## config.mk

```make
export PLATFORM = sky130hd
export DESIGN_NAME = dpq_cell
export DESIGN_NICKNAME = d
export VERILOG_FILES = /design/src/rtl/dpq_pkg.sv /design/src/rtl/dpq_cell.sv
export SDC_FILE = /design/constraint.sdc
export NUM_CORES = 1
export LEC_CHECK = 0
export BUFFER_PORTS_ARGS = -buffer_cell sky130_fd_sc_hd__clkbuf_2
export CORE_MARGIN = 2
export CORE_UTILIZATION = 47
export CTS_CLUSTER_SIZE = 12
export DETAILED_ROUTE_END_ITERATION = 7
export GPL_TIMING_DRIVEN = 1
export PLACE_DENSITY = 0.88
export SLEW_MARGIN = 20
export SYNTH_ARGS = -nofsm -noshare
export SYNTH_HDL_FRONTEND = slang
export SYNTH_SLANG_ARGS = --single-unit
```

## constraint.sdc

```tcl
create_clock -name clock -period 14.41 [get_ports clock]
set_input_delay 0.7205 -clock clock [delete_from_list [all_inputs] [get_ports clock]]
set_output_delay 0.7205 -clock clock [all_outputs]
set_load 0.02 [all_outputs]
```

## src/rtl/dpq_pkg.sv

```systemverilog
// Types and constants of the double-ended priority queue.
// No dependencies; used by every module of the block but dpq_or_tree.
package dpq_pkg;

   localparam int CLIENT_W = 20;
   localparam int PRIO_W = 32;
   localparam int DEFAULT_CAPACITY = 1024;

   typedef enum logic [1:0] {
      OP_INSERT  = 2'd0,
      OP_POP_MAX = 2'd1,
      OP_POP_MIN = 2'd2,
      OP_NONE    = 2'd3
   } op_type;

   typedef enum logic [1:0] {
      ST_DONE  = 2'd0,
      ST_EMPTY = 2'd1,
      ST_DUP   = 2'd2,
      ST_FULL  = 2'd3
   } status_type;

   typedef enum logic [1:0] {
      CMD_HOLD,
      CMD_INSERT,
      CMD_POP_MAX,
      CMD_POP_MIN
   } cell_cmd_type;

   typedef enum logic [1:0] {
      S_IDLE,
      S_SCAN,
      S_APPLY
   } state_type;

   typedef struct packed {
      op_type                    op;
      logic [CLIENT_W-1:0]       client;
      logic signed [PRIO_W-1:0]  priority_req;
   } req_type;

   typedef struct packed {
      logic [CLIENT_W-1:0] client_out;
      status_type          status;
   } rsp_type;

   typedef struct packed {
      logic [CLIENT_W-1:0]       client;
      logic signed [PRIO_W-1:0]  key;
   } entry_type;

   // Broadcast from the controller to every cell.
   typedef struct packed {
      cell_cmd_type              cmd;
      logic [CLIENT_W-1:0]       client;
      logic signed [PRIO_W-1:0]  key;
   } cell_ctl_type;

   // What each cell feeds into the reduction tree.
   typedef struct packed {
      logic                dup;
      logic [CLIENT_W-1:0] client;
   } leaf_type;

   localparam int LEAF_W = $bits(leaf_type);

endpackage

```

## src/rtl/dpq_cell.sv

```systemverilog
// One storage cell of the sorted chain: holds an entry and its valid bit.
// Depends on dpq_pkg.
module dpq_cell
   import dpq_pkg::*;
(
   input  logic          clock,
   input  logic          reset,
   input  cell_ctl_type  ctl,
   input  logic          left_valid,
   input  logic          left_ge,
   input  entry_type     left_entry,
   input  logic          right_valid,
   input  entry_type     right_entry,
   output logic          valid,
   output logic          ge,
   output entry_type     entry,
   output leaf_type      leaf
);

   entry_type entry_ff, entry_in;
   logic      valid_ff, valid_in;

   // A cell is at or past the insertion point when it is empty or holds a larger key.
   assign ge    = !valid_ff || (entry_ff.key > ctl.key);
   assign valid = valid_ff;
   assign entry = entry_ff;

   // The top entry is the last valid cell of the chain.
   assign leaf.dup    = valid_ff && (entry_ff.key == ctl.key);
   assign leaf.client = (valid_ff && !right_valid) ? entry_ff.client : '0;

   always_comb begin
      entry_in = entry_ff;
      valid_in = valid_ff;
      case (ctl.cmd)
         CMD_INSERT: begin
            if (ge) begin
               if (left_ge) begin
                  entry_in = left_entry;
                  valid_in = left_valid;
               end else begin
                  entry_in.client = ctl.client;
                  entry_in.key    = ctl.key;
                  valid_in        = 1'b1;
               end
            end
         end
         CMD_POP_MIN: begin
            entry_in = right_entry;
            valid_in = right_valid;
         end
         CMD_POP_MAX: begin
            valid_in = valid_ff && right_valid;
         end
         default: begin
         end
      endcase
   end

   always_ff @(posedge clock) begin
      if (reset) begin
         valid_ff <= 1'b0;
      end else begin
         valid_ff <= valid_in;
      end
   end

   always_ff @(posedge clock) begin
      entry_ff <= entry_in;
   end

endmodule

```

# Word-level counts from Yosys, hierarchy flattened
# Index checks and enable logic that the tools add are counted.
op_classes:
  add_sub_neg: 0
  mul: 0
  n_div: 0
  n_lt_le_gt_ge: 1
  n_eq_ne: 5
  shift: 0
  n_mux: 7
  bitwise_logic: 0
  reduce_logical: 10
op_table:
  columns: ["operator", "n"]
  rows:
  - ["52-bit two-way mux", 2]
  - ["52-bit case mux with 2 select lines", 1]
  - ["32-bit == test", 1]
  - ["32-bit > comparator", 1]
  - ["20-bit two-way mux", 1]
  - ["2-bit == test (second input constant)", 2]
  - ["2-bit AND reduction", 2]
  - ["1-bit logical AND", 3]
  - ["1-bit case mux with 3 select lines", 1]
  - ["3-bit nonzero test", 1]
  - ["2-bit by 1-bit == test with 1-bit output (second input constant)", 1]
  - ["1-bit logical NOT", 2]
  - ["1-bit two-way mux", 2]
  - ["2-bit != test (second input constant)", 1]
  - ["2-bit nonzero test", 1]
  - ["1-bit logical OR", 1]
totals:
  register_bits: 53
  latch_bits: 0
  mem_bits_rw: 0
  romBits: 0
  inputBits: 163
  out_inout_bits: 75
  word_cells: 26
  n_memories: 0

# Longest topological paths before layout
depth:
  depth_word: 4
  ltp_mapped: 9
  mapped_depth_nobuf: 9

# Worst setup path before layout
# No wires, ideal clock.
synth_timing:
  path_kind: "in2reg"
  startpoint: "input ctl[18] (netlist name)"
  endpoint: "register entry_ff, in the netlist entry[0] (enable)"
  setup_ns: 0.479
  arrival_ns: 4.693
  setup_slack_ns: 9.238
  path_stages: 9
  path_cell_list: "inv_1 > ha_1 > a211oi_1 > a211o_1 > a311oi_1 > a2111oi_0 > and3_1 > mux2i_1 > a21oi_1"
synth_via:
  elab_chain_cells: 4
synth_lines:
  columns: ["element", "line_no", "rtl"]
  rows:
  - ["from (decl)", "dpq_cell.sv:8", "input cell_ctl_type ctl,"]
  - ["32-bit > comparator", "dpq_cell.sv:24", "assign ge = !valid_ff || (entry_ff.key > ctl.key);"]
  - ["1-bit logical OR", "dpq_cell.sv:24", null]
  - ["2-bit != test (no source line)", null, null]
  - ["2-bit AND reduction (no source line)", null, null]
  - ["to (signal assigned)", "dpq_cell.sv:69", "entry_ff <= entry_in;"]
  - ["to (decl)", "dpq_cell.sv:20", "entry_type entry_ff, entry_in;"]
# Every way passes these cells.
# A chain may end at the register's enable or synchronous reset.

# Worst setup path after layout
layout_timing:
  startpoint: "input ctl[18] (netlist name)"
  endpoint: "output ge"
layout_via:
  elab_chain_cells: 2
layout_lines:
  columns: ["element", "line_no", "rtl"]
  rows:
  - ["32-bit > comparator", "dpq_cell.sv:24", null]
  - ["1-bit logical OR", "dpq_cell.sv:24", null]
  - ["to (decl)", "dpq_cell.sv:15", "output logic ge,"]
# Every way passes these cells.

==> out/results.tsv <==
metric	value	unit
share of cells above drive strength 1	42.9	%
Critical Path Sink Type	output port	
Tot Pwr	0.422	mW
slowest CP cell	a2111oi_0	
Seq pwr share	46.2	%
Post-DP HPWL	8.59	mm
vias in the first global route	3689	
synthesis-stage register bit count	53	
DRC viols	0	
worst flop-to-flop path startpoint	entry[18]	
routing usage on met2	47.7	%
critical-path cell list	clkbuf_2, inv_1, ha_1, a211oi_1, a211o_1, a311oi_1, a2111oi_0, and3_1, mux2i_1, nor2_1, clkbuf_2	
most frequent cells in the layout	236 x clkbuf_2, 54 x nand2_1, 54 x o21ai_0	
CTS tree	done	
Worst Max-Slew Pin Slew	0.890	ns
design internal power	0.295	mW
Post-Route WL	10.6	mm
CORE AREA	7690	µm²
fraction of registers with async set/reset	0	%
Cell Area, Synth	3690	µm²
GRT busiest layer	met2	
Layout area overhead	37.9	%
most common cell after layout, fill and taps aside	clkbuf_2	
starting density of the core	48.1	%
met3 Resource Use GR	4.88	%
Arrival @ worst endpoint	3.17	ns
CTS root buf	clkbuf_8	
final core occ	66.3	%
r2r worst-path depth	9	
Switching Fraction	30.1	%
CTS Buffer Depth	2	
Post-Synth XOR/XNOR Area	0.237	%
Yosys Warn Count	0	
io pins	238	
worst hold start	reset	
Final min period	3.89	ns
DR iter-0 viols	155	
hold buffers post-CTS	0	
register area share after synthesis	42.8	%
Hold Path Depth	2	
CP top delay family	compound AO/OA/AOI/OAI gates	
CP Launch Type	input pin	
Clock Sinks	53	
slew margin rel.	40.7	%
MaxCap Viol Count	0	
unrepaired setup endpoints after global routing	false	
clock latency on the worst-skew pair	0.31	ns
layout net count	796	
reg2reg end	entry[21]	
syn_nets	568	
CTS resizes	0	
Final Cycle Share	27.0	%
number of I/O port buffers	237	
Tot GR Track Use	24.4	%
FMAX	257	MHz
Gate power share	28.6	%
Worst-path clk slew	0.09	ns
Leak	2.67	nW
initial antenna violation count	0	
largest net degree at the start of global routing	105	
Antenna Nets Post-Route	0	
# rows	32	
GPL Wtd Cong	0.841	
Syn Inst Count	373	
H-tree levels	2	
diode count	0	
largest family of logic cells by synthesized area	simple AND/OR/NAND/NOR gates	
Post-CTS Setup Bufs	0	
total number of vias	3647	
post-synthesis mux area share	14.4	%
worst min-delay path class	input pin to register	
Die Span Y	92.7	µm
Post-Synth Simple-Gate Area	14.4	%
pre-CTS setup slack	10.27	ns
most used cell, CP	clkbuf_2	
pwr dens	82.9	nW/µm²
Worst Path Buf+Inv	3	
Synth Flop Type	edfxtp_1	
final worst slack	10.52	ns
Filler cells	641	
Final Setup Violations	0	
WS Path Type	input pin to output port	
number of synthesized flops with an enable pin	52	
Crit path required time	13.69	ns
Sw Pwr	0.127	mW
post-synthesis compound-gate area fraction	12.0	%
status	finished clean	
DR WL/cell	15.1	µm
maximum vdd ir drop	0.0454	mV
reg2reg setup slack	10.71	ns
clock share of power	25.2	%
Max Slew Vio Count	0	
Avg Cell Area, Syn	9.91	µm²
M1 GR Usage	26.5	%
DR pass1 iterations	6	
Setup TNS	0	ns
die footprint	8590	µm²
Clock Skews	0.00822	ns
Hold EP	valid	
Synth cell types	34	
DR vias/cell	5.18	
Die X	92.7	µm
Synth Area in Adders	10.8	%
first-pass GRT wire length	16.6	mm
TritonCTS Buffers	5	
Slowest Stage Delay on Critical Path	0.46	ns
Worst setup startpoint	ctl[18]	
GR Overflow Total	0	
Final Hold Viols	0	
worst-path maximum fanout	3	
==> metal layers <==
layer  vias to the layer above  part of all wire (%)
met5                         -                     0
met4                         0                   1.3
met3                        15                   7.7
met2                       161                    54
met1                      1682                    37
li1                       1789                     -
==> power by group through the flow <==
stage,registers [mW],logic (mW),clock network (mW)
2_1_floorplan,0.215,0.0521,0
3_3_place_gp,0.198,0.115,0
3_5_place_dp,0.198,0.121,0
4_1_cts,0.195,0.122,0.108
5_1_grt,0.197,0.133,0.114
6_report,0.195,0.121,0.106
==> sequential cells by signal, indices dropped and copies added (netlist names) <==
name,flops
valid,1
entry,52
==> area by class of cell <==
class	instances	area (µm²)	share of cell area (%)
Multi-Input combinational cell	267	1930	37.9
Timing Repair Buffer	240	1210	23.7
Clock buffer	6	82.6	1.62
Sequential cell	53	1580	31.0
Clock inverter	2	37.5	0.737
Tap cell	102	128	2.50
Inverter	34	128	2.50
==> worst max-delay path by stage <==
| stage | endpoint | cells past startpoint | slack, ns |
|---|---|---|---|
| floorplan | entry[0] | 9 | 9.24 |
| global placement | entry[28] | 11 | 10.42 |
| detailed placement | entry[19] | 11 | 10.27 |
| CTS | ge | 11 | 10.55 |
| global route | entry[20] | 11 | 10.32 |
| finish | ge | 11 | 10.52 |
==> kinds of logic after synthesis <==
logic type | Yosys count
AOI/OAI and AO/OA | 79
xor gates and xnor gates | 1
adders and majority gates | 32
buffers and inverters | 53
DFF | 53
muxes | 53
and+or+nand+nor | 102
==> worst reg2reg max path, cell delays in order (launching register included) <==
cell	delay [ns]
edfxtp_1	0.42
ha_1	0.33
a211oi_1	0.29
a211o_1	0.18
a311oi_1	0.09
a2111oi_0	0.46
and3_1	0.28
mux2i_1	0.15
a21oi_4	0.66
buf_4	0.48
==> Yosys cell counts (4+ instances only) <==
master    number  area [µm²]
nand4_1        4        25.0
nor2b_1        4        25.0
a21o_1         4        30.0
inv_1         33         124
ha_1          32         400
o21ai_0       54         270
nand3_1        6        30.0
a21oi_1       11        55.1
mux2i_1       53         531
nand2_1       54         203
and2_1        20         125
clkbuf_1      19        71.3
edfxtp_1      52        1560
==> per-stage QoR <==
stage	std cells	hold slack, ns	area, µm²
final	704	0.571	5090
after global routing	704	0.548	5090
after CTS	704	0.557	5090
after detailed placement	696	0.650	4970
after global placement	696	0.618	4970
after floorplan	373	0.664	3690
No activity file was read; power rests on OpenSTA's default activity.
